--- src/rtl/sird_pkg.sv ---
// ----------------------------------------------------------------------------
// sird_pkg
// Shared types, constants and helper functions for the radix digit printer.
// ----------------------------------------------------------------------------
package sird_pkg;

    localparam int MAX_RADIX   = 16;
    localparam int RADIX_W     = 5;
    localparam int CHAR_W      = 8;
    localparam int DIGIT_W     = 4;
    localparam int MAG_W       = 32;
    localparam int BYTE_IDX_W  = 2;
    localparam int STORE_DEPTH = 32;
    localparam int STORE_W     = $clog2(STORE_DEPTH);
    localparam int COUNT_W     = STORE_W + 1;
    localparam int TABLE_W     = 64;
    localparam int CFG_IDX_W   = 2;
    localparam int QUEUE_DEPTH = 2;
    localparam int QPTR_W      = $clog2(QUEUE_DEPTH);
    localparam int QCNT_W      = $clog2(QUEUE_DEPTH + 1);

    localparam logic [CHAR_W-1:0] CHAR_MINUS = 8'h2D;
    localparam logic [CHAR_W-1:0] CHAR_PLUS  = 8'h2B;

    localparam logic [RADIX_W-1:0] RADIX_RESET    = 5'd10;
    localparam logic [TABLE_W-1:0] CHARS_LO_RESET = 64'h3736_3534_3332_3130;
    localparam logic [TABLE_W-1:0] CHARS_HI_RESET = 64'h6665_6463_6261_3938;

    localparam logic [CFG_IDX_W-1:0] CFG_RADIX    = 2'd0;
    localparam logic [CFG_IDX_W-1:0] CFG_CHARS_LO = 2'd1;
    localparam logic [CFG_IDX_W-1:0] CFG_CHARS_HI = 2'd2;

    typedef struct packed {
        logic             invalid;
        logic             neg;
        logic [MAG_W-1:0] mag;
    } sird_job_t;

    typedef struct packed {
        logic full;
        logic empty;
    } sird_qstat_t;

    typedef enum logic [2:0] {
        ST_IDLE,
        ST_DIV,
        ST_SIGN,
        ST_EMIT,
        ST_BAD
    } sird_state_t;

    function automatic logic [CHAR_W-1:0] char_of_digit(
        input logic [TABLE_W-1:0] lo,
        input logic [TABLE_W-1:0] hi,
        input logic [DIGIT_W-1:0] k
    );
        logic [2*TABLE_W-1:0] tbl;
        tbl = {hi, lo};
        return tbl[{k, 3'b000} +: CHAR_W];
    endfunction

    // Flags a radix outside 2 to 16, or a used entry that is zero, a plus or a minus sign, or equal to another.
    function automatic logic table_bad(
        input logic [RADIX_W-1:0] radix,
        input logic [TABLE_W-1:0] lo,
        input logic [TABLE_W-1:0] hi
    );
        logic              bad;
        logic [CHAR_W-1:0] ci;
        bad = (radix < RADIX_W'(2)) || (radix > RADIX_W'(MAX_RADIX));
        for (int i = 0; i < MAX_RADIX; i++) begin
            ci = char_of_digit(lo, hi, DIGIT_W'(i));
            if (RADIX_W'(i) < radix) begin
                if (ci == '0 || ci == CHAR_PLUS || ci == CHAR_MINUS) begin
                    bad = 1'b1;
                end
                for (int m = i + 1; m < MAX_RADIX; m++) begin
                    if (RADIX_W'(m) < radix && char_of_digit(lo, hi, DIGIT_W'(m)) == ci) begin
                        bad = 1'b1;
                    end
                end
            end
        end
        return bad;
    endfunction

    // Index of the most significant non-zero byte; zero for a zero value.
    function automatic logic [BYTE_IDX_W-1:0] top_byte(input logic [MAG_W-1:0] v);
        logic [BYTE_IDX_W-1:0] idx;
        if (v[31:24] != '0) begin
            idx = 2'd3;
        end
        else if (v[23:16] != '0) begin
            idx = 2'd2;
        end
        else if (v[15:8] != '0) begin
            idx = 2'd1;
        end
        else begin
            idx = 2'd0;
        end
        return idx;
    endfunction

endpackage

--- src/rtl/sird_front.sv ---
// ----------------------------------------------------------------------------
// sird_front
// Accepts input values, takes the magnitude and sign, checks the digit table
// and queues one job per value.
// ----------------------------------------------------------------------------
module sird_front (
    input  logic                                in_valid,
    output logic                                in_stall,
    input  logic signed [sird_pkg::MAG_W-1:0]   number,
    input  logic        [sird_pkg::RADIX_W-1:0] radix,
    input  logic        [sird_pkg::TABLE_W-1:0] chars_lo,
    input  logic        [sird_pkg::TABLE_W-1:0] chars_hi,
    input  sird_pkg::sird_qstat_t               qstat,
    output logic                                push,
    output sird_pkg::sird_job_t                 job
);
    import sird_pkg::*;

    logic [MAG_W-1:0] raw;

    assign raw      = unsigned'(number);
    assign in_stall = qstat.full;
    assign push     = in_valid && !qstat.full;

    // The most negative value wraps to 2^31, which is its correct unsigned magnitude.
    assign job.neg     = raw[MAG_W-1];
    assign job.mag     = raw[MAG_W-1] ? (MAG_W'(0) - raw) : raw;
    assign job.invalid = table_bad(radix, chars_lo, chars_hi);

endmodule

--- src/rtl/sird_fifo.sv ---
// ----------------------------------------------------------------------------
// sird_fifo
// Short job queue between the front end and the conversion engine.
// ----------------------------------------------------------------------------
module sird_fifo (
    input  logic                  clk,
    input  logic                  rst_n,
    input  logic                  push,
    input  sird_pkg::sird_job_t   push_job,
    input  logic                  pop,
    output sird_pkg::sird_job_t   head,
    output sird_pkg::sird_qstat_t qstat
);
    import sird_pkg::*;

    sird_job_t         entry_reg [QUEUE_DEPTH];
    logic [QPTR_W-1:0] wr_ptr_reg;
    logic [QPTR_W-1:0] wr_ptr_next;
    logic [QPTR_W-1:0] rd_ptr_reg;
    logic [QPTR_W-1:0] rd_ptr_next;
    logic [QCNT_W-1:0] count_reg;
    logic [QCNT_W-1:0] count_next;

    assign head        = entry_reg[rd_ptr_reg];
    assign qstat.full  = (count_reg == QCNT_W'(QUEUE_DEPTH));
    assign qstat.empty = (count_reg == '0);

    always_comb
    begin
        wr_ptr_next = wr_ptr_reg;
        rd_ptr_next = rd_ptr_reg;
        count_next  = count_reg;
        if (push) begin
            wr_ptr_next = (wr_ptr_reg == QPTR_W'(QUEUE_DEPTH - 1)) ? '0 : wr_ptr_reg + 1'b1;
        end
        if (pop) begin
            rd_ptr_next = (rd_ptr_reg == QPTR_W'(QUEUE_DEPTH - 1)) ? '0 : rd_ptr_reg + 1'b1;
        end
        if (push && !pop) begin
            count_next = count_reg + 1'b1;
        end
        else if (pop && !push) begin
            count_next = count_reg - 1'b1;
        end
    end

    always_ff @(posedge clk or negedge rst_n)
    begin
        if (!rst_n) begin
            wr_ptr_reg <= '0;
            rd_ptr_reg <= '0;
            count_reg  <= '0;
        end
        else begin
            wr_ptr_reg <= wr_ptr_next;
            rd_ptr_reg <= rd_ptr_next;
            count_reg  <= count_next;
        end
    end

    always_ff @(posedge clk)
    begin
        if (push) begin
            entry_reg[wr_ptr_reg] <= push_job;
        end
    end

`ifndef SYNTH
    a_count_bound: assert property (@(posedge clk) disable iff (!rst_n)
        count_reg <= QCNT_W'(QUEUE_DEPTH))
        else $error("job queue holds more entries than its depth");
    a_pop_nonempty: assert property (@(posedge clk) disable iff (!rst_n)
        pop |-> count_reg != '0)
        else $error("job taken from an empty queue");
    a_push_grows: assert property (@(posedge clk) disable iff (!rst_n)
        (push && !pop) |=> count_reg == $past(count_reg) + 1'b1)
        else $error("queue fill level did not follow a lone push");
`endif

endmodule

--- src/rtl/sird_back.sv ---
// ----------------------------------------------------------------------------
// sird_back
// Conversion engine: repeated division by the radix, eight dividend bits per cycle, digits
// kept in a small store, then any minus sign and the digits, most significant first.
// ----------------------------------------------------------------------------
module sird_back (
    input  logic                                clk,
    input  logic                                rst_n,
    input  sird_pkg::sird_qstat_t               qstat,
    input  sird_pkg::sird_job_t                 head,
    output logic                                pop,
    input  logic        [sird_pkg::RADIX_W-1:0] radix,
    input  logic        [sird_pkg::TABLE_W-1:0] chars_lo,
    input  logic        [sird_pkg::TABLE_W-1:0] chars_hi,
    output logic                                out_valid,
    input  logic                                out_stall,
    output logic        [sird_pkg::CHAR_W-1:0]  char_code,
    output logic                                invalid_base,
    output logic                                last
);
    import sird_pkg::*;

    sird_state_t           state_reg;
    sird_state_t           state_next;
    logic [COUNT_W-1:0]    count_reg;
    logic [COUNT_W-1:0]    count_next;
    logic [COUNT_W-1:0]    idx_reg;
    logic [COUNT_W-1:0]    idx_next;
    logic [COUNT_W-1:0]    idx_m1;
    logic [COUNT_W-1:0]    rd_idx;
    logic [STORE_W-1:0]    rd_addr;
    logic [BYTE_IDX_W-1:0] byte_reg;
    logic [BYTE_IDX_W-1:0] byte_next;
    logic [MAG_W-1:0]      mag_reg;
    logic [MAG_W-1:0]      mag_next;
    logic [MAG_W-1:0]      quo_reg;
    logic [MAG_W-1:0]      quo_next;
    logic [DIGIT_W-1:0]    rem_reg;
    logic [DIGIT_W-1:0]    rem_next;
    logic                  neg_reg;
    logic                  neg_next;
    logic [DIGIT_W-1:0]    digit_store_reg [STORE_DEPTH];
    logic [DIGIT_W-1:0]    digit_rd_reg;
    logic                  store_we;

    logic [RADIX_W-1:0]    rem;
    logic [7:0]            qbyte;
    logic [7:0]            cur_byte;
    logic [MAG_W-1:0]      q_full;
    logic                  out_free;

    logic                  load;
    logic [CHAR_W-1:0]     load_char;
    logic                  load_bad;
    logic                  load_last;

    logic                  out_valid_reg;
    logic                  out_valid_next;
    logic [CHAR_W-1:0]     char_code_reg;
    logic                  invalid_base_reg;
    logic                  last_reg;

    assign idx_m1   = idx_reg - 1'b1;
    assign out_free = !out_valid_reg || !out_stall;
    assign cur_byte = mag_reg[{byte_reg, 3'b000} +: 8];

    // The store is read through a register, at the digit that the next index points to.
    assign rd_idx  = idx_next - 1'b1;
    assign rd_addr = rd_idx[STORE_W-1:0];

    always_comb
    begin
        state_next = state_reg;
        count_next = count_reg;
        idx_next   = idx_reg;
        byte_next  = byte_reg;
        mag_next   = mag_reg;
        quo_next   = quo_reg;
        rem_next   = rem_reg;
        neg_next   = neg_reg;
        pop        = 1'b0;
        store_we   = 1'b0;
        load       = 1'b0;
        load_char  = '0;
        load_bad   = 1'b0;
        load_last  = 1'b0;

        // Restoring division of one dividend byte; the remainder stays below the radix.
        rem   = {1'b0, rem_reg};
        qbyte = '0;
        for (int b = 7; b >= 0; b--) begin
            rem = {rem[DIGIT_W-1:0], cur_byte[b]};
            if (rem >= radix) begin
                rem      = rem - radix;
                qbyte[b] = 1'b1;
            end
        end
        q_full = quo_reg | (MAG_W'(qbyte) << {byte_reg, 3'b000});

        case (state_reg)
            ST_IDLE:
            begin
                if (!qstat.empty) begin
                    pop = 1'b1;
                    if (head.invalid) begin
                        state_next = ST_BAD;
                    end
                    else begin
                        mag_next   = head.mag;
                        neg_next   = head.neg;
                        count_next = '0;
                        quo_next   = '0;
                        rem_next   = '0;
                        byte_next  = top_byte(head.mag);
                        state_next = ST_DIV;
                    end
                end
            end
            ST_DIV:
            begin
                quo_next = q_full;
                rem_next = rem[DIGIT_W-1:0];
                if (byte_reg == '0) begin
                    // Lowest byte done: the remainder is the next digit.
                    store_we   = 1'b1;
                    count_next = count_reg + 1'b1;
                    mag_next   = q_full;
                    quo_next   = '0;
                    rem_next   = '0;
                    byte_next  = top_byte(q_full);
                    if (q_full == '0 || count_reg == COUNT_W'(STORE_DEPTH - 1)) begin
                        idx_next   = count_reg + 1'b1;
                        state_next = neg_reg ? ST_SIGN : ST_EMIT;
                    end
                end
                else begin
                    byte_next = byte_reg - 1'b1;
                end
            end
            ST_SIGN:
            begin
                if (out_free) begin
                    load       = 1'b1;
                    load_char  = CHAR_MINUS;
                    state_next = ST_EMIT;
                end
            end
            ST_EMIT:
            begin
                if (out_free) begin
                    load      = 1'b1;
                    load_char = char_of_digit(chars_lo, chars_hi, digit_rd_reg);
                    load_last = (idx_reg == COUNT_W'(1));
                    idx_next  = idx_m1;
                    if (idx_reg == COUNT_W'(1)) begin
                        state_next = ST_IDLE;
                    end
                end
            end
            ST_BAD:
            begin
                if (out_free) begin
                    load       = 1'b1;
                    load_bad   = 1'b1;
                    load_last  = 1'b1;
                    state_next = ST_IDLE;
                end
            end
            default:
            begin
                state_next = ST_IDLE;
            end
        endcase

        out_valid_next = load || (out_valid_reg && out_stall);
    end

    always_ff @(posedge clk or negedge rst_n)
    begin
        if (!rst_n) begin
            state_reg     <= ST_IDLE;
            count_reg     <= '0;
            idx_reg       <= '0;
            byte_reg      <= '0;
            neg_reg       <= 1'b0;
            mag_reg       <= '0;
            out_valid_reg <= 1'b0;
        end
        else begin
            state_reg     <= state_next;
            count_reg     <= count_next;
            idx_reg       <= idx_next;
            byte_reg      <= byte_next;
            neg_reg       <= neg_next;
            mag_reg       <= mag_next;
            out_valid_reg <= out_valid_next;
        end
    end

    always_ff @(posedge clk)
    begin
        quo_reg <= quo_next;
        rem_reg <= rem_next;
        if (store_we) begin
            digit_store_reg[count_reg[STORE_W-1:0]] <= rem[DIGIT_W-1:0];
        end
        // The most significant digit is written as it is first read.
        if (store_we && rd_addr == count_reg[STORE_W-1:0]) begin
            digit_rd_reg <= rem[DIGIT_W-1:0];
        end
        else begin
            digit_rd_reg <= digit_store_reg[rd_addr];
        end
        if (load) begin
            char_code_reg    <= load_char;
            invalid_base_reg <= load_bad;
            last_reg         <= load_last;
        end
    end

    assign out_valid    = out_valid_reg;
    assign char_code    = char_code_reg;
    assign invalid_base = invalid_base_reg;
    assign last         = last_reg;

`ifndef SYNTH
    a_pop_idle: assert property (@(posedge clk) disable iff (!rst_n)
        pop |-> (state_reg == ST_IDLE && !qstat.empty))
        else $error("job taken while the engine was busy");
    a_bad_is_last: assert property (@(posedge clk) disable iff (!rst_n)
        (out_valid_reg && invalid_base_reg) |-> last_reg)
        else $error("invalid table beat not marked as the final one");
    a_emit_range: assert property (@(posedge clk) disable iff (!rst_n)
        (state_reg == ST_EMIT) |-> (idx_reg != '0 && idx_reg <= count_reg))
        else $error("digit index outside the digits produced");
    a_div_stops: assert property (@(posedge clk) disable iff (!rst_n)
        (state_reg == ST_DIV && byte_reg == '0 &&
         count_reg == COUNT_W'(STORE_DEPTH - 1)) |=> state_reg != ST_DIV)
        else $error("division ran past the digit store");
`endif

endmodule

--- src/rtl/signed_integer_to_radix_digits.sv ---
// ----------------------------------------------------------------------------
// signed_integer_to_radix_digits
// Prints a signed 32-bit value as text in a configured radix, using a
// configured table of digit characters, sign first and most significant first.
// ----------------------------------------------------------------------------
// Conversion: each digit is found by the shared byte-wide divide step, one
// significant byte of the remaining magnitude (1 to 4) at a time from the top,
// then each character takes one output beat.
// Throughput: one value at a time in the engine; a two-entry job queue lets
// the input side take further values meanwhile.
// Reset: the radix returns to 10, the table to "0123456789abcdef", the queue
// empties and no output beat is pending.
module signed_integer_to_radix_digits (
    input  logic                                  clk,
    input  logic                                  rst_n,
    input  logic                                  cfg_we,
    input  logic        [sird_pkg::CFG_IDX_W-1:0] cfg_index,
    input  logic        [sird_pkg::TABLE_W-1:0]   cfg_data,
    input  logic                                  in_valid,
    output logic                                  in_stall,
    input  logic signed [sird_pkg::MAG_W-1:0]     number,
    output logic                                  out_valid,
    input  logic                                  out_stall,
    output logic        [sird_pkg::CHAR_W-1:0]    char_code,
    output logic                                  invalid_base,
    output logic                                  last
);
    import sird_pkg::*;

    logic [RADIX_W-1:0] radix_reg;
    logic [TABLE_W-1:0] chars_lo_reg;
    logic [TABLE_W-1:0] chars_hi_reg;

    logic               push;
    logic               pop;
    sird_job_t          push_job;
    sird_job_t          head;
    sird_qstat_t        qstat;

    always_ff @(posedge clk or negedge rst_n)
    begin
        if (!rst_n) begin
            radix_reg    <= RADIX_RESET;
            chars_lo_reg <= CHARS_LO_RESET;
            chars_hi_reg <= CHARS_HI_RESET;
        end
        else if (cfg_we) begin
            case (cfg_index)
                CFG_RADIX:    radix_reg    <= cfg_data[RADIX_W-1:0];
                CFG_CHARS_LO: chars_lo_reg <= cfg_data;
                CFG_CHARS_HI: chars_hi_reg <= cfg_data;
                default:      ;
            endcase
        end
    end

    sird_front u_front (
        .in_valid (in_valid),
        .in_stall (in_stall),
        .number   (number),
        .radix    (radix_reg),
        .chars_lo (chars_lo_reg),
        .chars_hi (chars_hi_reg),
        .qstat    (qstat),
        .push     (push),
        .job      (push_job)
    );

    sird_fifo u_fifo (
        .clk      (clk),
        .rst_n    (rst_n),
        .push     (push),
        .push_job (push_job),
        .pop      (pop),
        .head     (head),
        .qstat    (qstat)
    );

    sird_back u_back (
        .clk          (clk),
        .rst_n        (rst_n),
        .qstat        (qstat),
        .head         (head),
        .pop          (pop),
        .radix        (radix_reg),
        .chars_lo     (chars_lo_reg),
        .chars_hi     (chars_hi_reg),
        .out_valid    (out_valid),
        .out_stall    (out_stall),
        .char_code    (char_code),
        .invalid_base (invalid_base),
        .last         (last)
    );

endmodule

--- config.mk ---
export PLATFORM = sky130hd
export DESIGN_NAME = signed_integer_to_radix_digits
export DESIGN_NICKNAME = d
export VERILOG_FILES = /design/src/rtl/sird_pkg.sv /design/src/rtl/sird_front.sv /design/src/rtl/sird_fifo.sv /design/src/rtl/sird_back.sv /design/src/rtl/signed_integer_to_radix_digits.sv
export SDC_FILE = /design/constraint.sdc
export NUM_CORES = 2
export LEC_CHECK = 0
export ABC_CLOCK_PERIOD_IN_PS = 45500
export BUFFER_PORTS_ARGS = -buffer_cell sky130_fd_sc_hd__buf_4
export CAP_MARGIN = 10
export CELL_PAD_IN_SITES_DETAIL_PLACEMENT = 0
export CELL_PAD_IN_SITES_GLOBAL_PLACEMENT = 1
export CORE_MARGIN = 2
export CORE_UTILIZATION = 50
export DETAILED_ROUTE_END_ITERATION = 8
export GPL_TIMING_DRIVEN = 0
export MAX_ROUTING_LAYER = met4
export PLACE_DENSITY = 0.79
export SLEW_MARGIN = 30
export SYNTH_ARGS = -nofsm -noshare
export SYNTH_HDL_FRONTEND = slang
export SYNTH_SLANG_ARGS = --single-unit
--- constraint.sdc ---
create_clock -name clk -period 45.5 [get_ports clk]
set_input_delay 4.55 -clock clk [delete_from_list [all_inputs] [get_ports clk]]
set_output_delay 4.55 -clock clk [all_outputs]
set_load 0.03 [all_outputs]
* After elaboration in Yosys (flattened, before gate mapping) *
Memories as Yosys holds them, arrays and structs flattened. A register that Yosys moved wholly into a read port is not among the register bits.
Index checks and enable logic that the tools add are counted.

operators by class
  shifts and indexed selects = 3
  add/sub/neg operators = 17
  eq/ne operators = 169
  bitwise operators = 3
  order comparisons = 26
  muxes and demuxes = 228
  reductions and logical operators = 202

operators with widths
  cell                   number
  $eq 8x8->1             120
  $eq 8x6->1 const B     32
  $mux 32                7
  $mux 1                 176
  $logic_not 8->1        16
  $pmux 32 s2            2
  $shiftx 128x8->8       1
  $logic_and 1x1->1      124
  $reduce_bool 8->1      6
  $mux 4                 11
  $mux 6                 7
  $ge 5x5->1             8
  $lt 4x5->1 const A     8
  $logic_or 1x1->1       36
  $logic_not 32->1       1
  $or 32x32->32          1
  $shiftx 32x6->8        1
  $shl 8x5->32           1
  $sub 1x32->32 const A  1
  $sub 4x4->4            8
  $mux 3                 8
  $pmux 6 s2             2
  $lt 3x5->1 const A     4
  $mux 2                 9
  35 further kinds       58

storage, ports and cells
  register bits after elaboration = 234
  input port bits = 103
  word-level logic and storage cells = 668
  output and inout port bits = 12
  memories kept = 2
  memory bits (writable) = 196

memories
  name                    depth  bits a word  read ports  clocked after Yosys merged registers in  write ports  line             text
  u_back.digit_store_reg  32     4            1           1                                        1            sird_back.sv:42  logic [DIGIT_W-1:0] digit_store_reg [STORE_DEPTH];
  u_fifo.entry_reg        2      34           1           0                                        1            sird_fifo.sv:16  sird_job_t entry_reg [QUEUE_DEPTH];

* Logic depth before layout (Yosys ltp) *
  depth after elaboration = 155
  gate-level depth with buffers = 67

* By module *
From an unflattened synthesis, not the netlist that was laid out.

second synthesis, totals
  cells, all modules = 3,391
  area, all modules = 34,733.3 um2

by module, submodules not included
  module                          area each (um2)  cells each  times used
  sird_front                      13,244.0         1,842       1
  sird_back                       13,171.4         1,144       1
  signed_integer_to_radix_digits  5,526.6          283         1
  sird_fifo                       2,791.4          122         1

* Worst setup path before layout *
OpenSTA, ideal clock, no wires.

  kind = register to register
  from = register radix_reg[1]
  to = register with a tool-made name
  setup slack = 30.832 ns
  stages on the path, launching flop included = 62
  arrival time = 14.549 ns
  clock period less this slack = 14.668 ns
  path through = dfstp_2 clkbuf_1 inv_1 ha_1 nor2b_1 o31a_1 o22ai_1 clkbuf_1 nand2_1 o21ai_0 ha_1 a2111o_1 a31oi_4 clkbuf_1 mux2_2 ha_1 o21a_1 o31a_1 [... 26 more ...] or3_1 o22ai_1 clkbuf_1 nor2_1 a21oi_1 inv_1 ha_1 nor2b_1 o31a_1 o22ai_1 a41oi_1 or4b_4 nor4b_4 o21bai_1 a221oi_2 ha_1 nand4b_1 xnor2_1

RTL lines
  item                    line                                  text
  from (decl)             signed_integer_to_radix_digits.sv:30  logic [RADIX_W-1:0] radix_reg;
  from (signal assigned)  signed_integer_to_radix_digits.sv:49  CFG_RADIX: radix_reg <= cfg_data[RADIX_W-1:0];

==> flow_metrics.env <==
export IMPL_hold_slack_ns=0.471
export IMPL_grt_pass1_vias=29300
export IMPL_fill_cells=5641
export IMPL_wire_per_inst_um=35.2
export IMPL_timing_max_cap_violations=0
export IMPL_ctsResizeCount=0
export IMPL_syn_inst=3335
export IMPL_post_cts_buffers=0
export IMPL_fmax_mhz=51.3
export IMPL_drive_gt1_share_pct=19.1
export IMPL_tritoncts="yes"
export IMPL_final_area_um2=37900
export IMPL_die_h_um=263
export IMPL_reg2reg_slack_ns=26.02
export IMPL_ios=115
export IMPL_hold_viol=0
export IMPL_cts_buffers=49
export IMPL_cp_data_arrival_time_ns=19.98
export IMPL_final_common_cell="xnor2_1"
export IMPL_yosysUniqueCellTypes=72
export IMPL_cp_end_kind="register"
export IMPL_rsz0062_at_grt="no"
export IMPL_clkTransAtPathRegs_ns=0.06
export IMPL_fin_crit_sh_pct=42.8
export IMPL_worstPathRequired_ns=46.00
export IMPL_cp_common_cell="ha_1"
export IMPL_cp_num_buf_inv=11
export IMPL_h_tree_depth=2
export IMPL_grt_usage_pct=45.9
export IMPL_final_nets=3680
export IMPL_place_hpwl_um=109000
export IMPL_die_area_um2=69300
export IMPL_drc_errors=0
export IMPL_dpl_cell_area_um2=36100
export IMPL_dp_cells=4342
export IMPL_ys_async_sr_fraction_pct=43.2
export IMPL_worstSetupPathDepth=60
export IMPL_cts_path_max_buffers=3
export IMPL_tns_ns=0
export IMPL_critPathMaxStageDelay_ns=0.73
export IMPL_vias_per_cell=6.65
export IMPL_tightest_slew_ns=1.17
export IMPL_max_slew_margin_pct=21.1
export IMPL_chipWidth_um=263
export IMPL_drt_first_pass_iters=8
export IMPL_drt_antenna_violating_nets=0
export IMPL_grt_ovfl_total=0
export IMPL_ff2ff_path_depth=60
export IMPL_detailroute_via_count=29500
export IMPL_syn_to_final_growth_pct=12.7
export IMPL_synth_area_um2=33600
export IMPL_finalClockSkew_ns=0.0541
export IMPL_synth_seq_area_share_pct=36.1
export IMPL_grt_max_degree=83
export IMPL_portBuffers=114
export IMPL_rows=95
export IMPL_ctsHoldBuffers=0
export IMPL_drv_slew=0
export IMPL_start_kind="register"
export IMPL_insertion_delay_ns=0.64
export IMPL_final_min_clock_period_ns=19.48
export IMPL_ys_flop_type="edfxtp_1"
export IMPL_yosys_warnings=0
export IMPL_cts_sinks=435
export IMPL_synth_edf_count=242
export IMPL_critPathSlowestCell="dfstp_2"
export IMPL_wl_um=156000
export IMPL_cpLargestDelayFamily="compound AO/OA/AOI/OAI gates"
export IMPL_antenna_found_initial=7
export IMPL_synth_seq_cells=435
export IMPL_grt_pass1_wl_um=219000
export IMPL_critPathKind="reg2reg"
export IMPL_rr_startpoint="radix_reg[1]"
export IMPL_layout_common_cells="xnor2_1 (800), edfxtp_1 (242), xor2_1 (227)"
export IMPL_largest_register_ffs=128
export IMPL_drtIter0Drc=3963
export IMPL_hold_class="reg2reg"
export IMPL_setup_viol=0
export IMPL_fin_cells=4443
export IMPL_critPathMaxFanout=18
export IMPL_place_congestion=1.07
export IMPL_core_area_um2=66800
export IMPL_start_util_pct=50.3
export IMPL_run_status="completed"
export IMPL_cts_root_buf="clkbuf_16"
export IMPL_syn_num_nets=3495
export IMPL_crit_start="radix_reg[1]"
export IMPL_syn_mean_instance_area_um2=10.1
[worst min-delay path by stage]
| stage | startpoint | end | cells after the start |
|---|---|---|---|
| 2_1_floorplan | u_back.mag_reg[24] | u_back.mag_reg[24] | 2 |
| 3_3_place_gp | u_back.mag_reg[24] | u_back.mag_reg[24] | 2 |
| 3_5_place_dp | u_back.mag_reg[30] | u_back.mag_reg[30] | 2 |
| 4_1_cts | u_back.mag_reg[30] | u_back.mag_reg[30] | 2 |
| 5_1_grt | u_back.mag_reg[30] | u_back.mag_reg[30] | 2 |
| 6_report | u_back.mag_reg[30] | u_back.mag_reg[30] | 2 |
[cell usage after synthesis (14+ instances only)]
master    instances  area [um^2]
xnor2_1         800         7010
edfxtp_1        242         7270
xor2_1          227         1990
clkbuf_1        207          777
nand4_1         204         1280
nor2_1          170          638
mux2_2          142         1600
dfrtp_1         130         3250
buf_1           114          428
nand2_1         108          405
nor3_1           98          490
nor4_1           88          551
o21ai_0          76          380
mux2i_1          74          741
a21oi_1          64          320
dfstp_2          58         1520
mux4_2           56         1260
nand3_1          52          260
ha_1             49          613
inv_1            44          165
a211oi_1         27          203
a31oi_1          26          163
buf_2            22          110
or4_1            22          165
nor2b_1          19          119
a221oi_1         18          158
o31ai_1          14          105
[kinds of logic after synthesis]
| logic type | synth area share (%) |
|---|---|
| AOI/OAI and AO/OA | 6.51 |
| xor gates and xnor gates | 26.8 |
| adders and majority gates | 2.30 |
| buffers and inverters | 4.52 |
| DFF | 36.1 |
| muxes | 10.8 |
| and+or+nand+nor | 13.0 |
[per-layer routing]
metal / routed length, um / global-route usage, %
met3: 16500 / 12.3
met1: 54700 / 51.3
met5: 0 / -
met4: 14700 / 35.4
met2: 70600 / 70.0
[cell type report]
| type | count | area (um^2) | share of cell area [%] |
|---|---|---|---|
| timing repair buffer | 134 | 1160 | 3.06 |
| antenna | 11 | 27.5 | 0.0727 |
| inverter | 44 | 165 | 0.436 |
| multi-input combinational | 2508 | 20100 | 52.9 |
| sequential | 435 | 12100 | 32.1 |
| buffer | 348 | 1530 | 4.04 |
| clock inverter | 34 | 430 | 1.14 |
| clock buffer | 56 | 1280 | 3.39 |
| tap | 873 | 1090 | 2.88 |
[metrics by stage]
stage	setup slack (ns)	utilization [%]
after CTS	26.15	56.6
final	26.02	56.7
after detailed placement	26.20	54.1
after global placement	25.81	53.2
after global routing	25.20	56.7
after floorplan	30.83	-
[worst reg2reg max path: cells and delay by family (launching register included)]
family          cells  cell delay, ns
compound gates     24            6.76
mux                 2            0.96
xor+xnor            1            0.15
fa+ha+maj           9            3.11
flops               1            0.73
simple gates       13            2.91
buf+inv            11            4.75
Power is left out: the tool's default activity adds up to more than one toggle a clock period on the data nets, which glitch-free logic cannot reach.
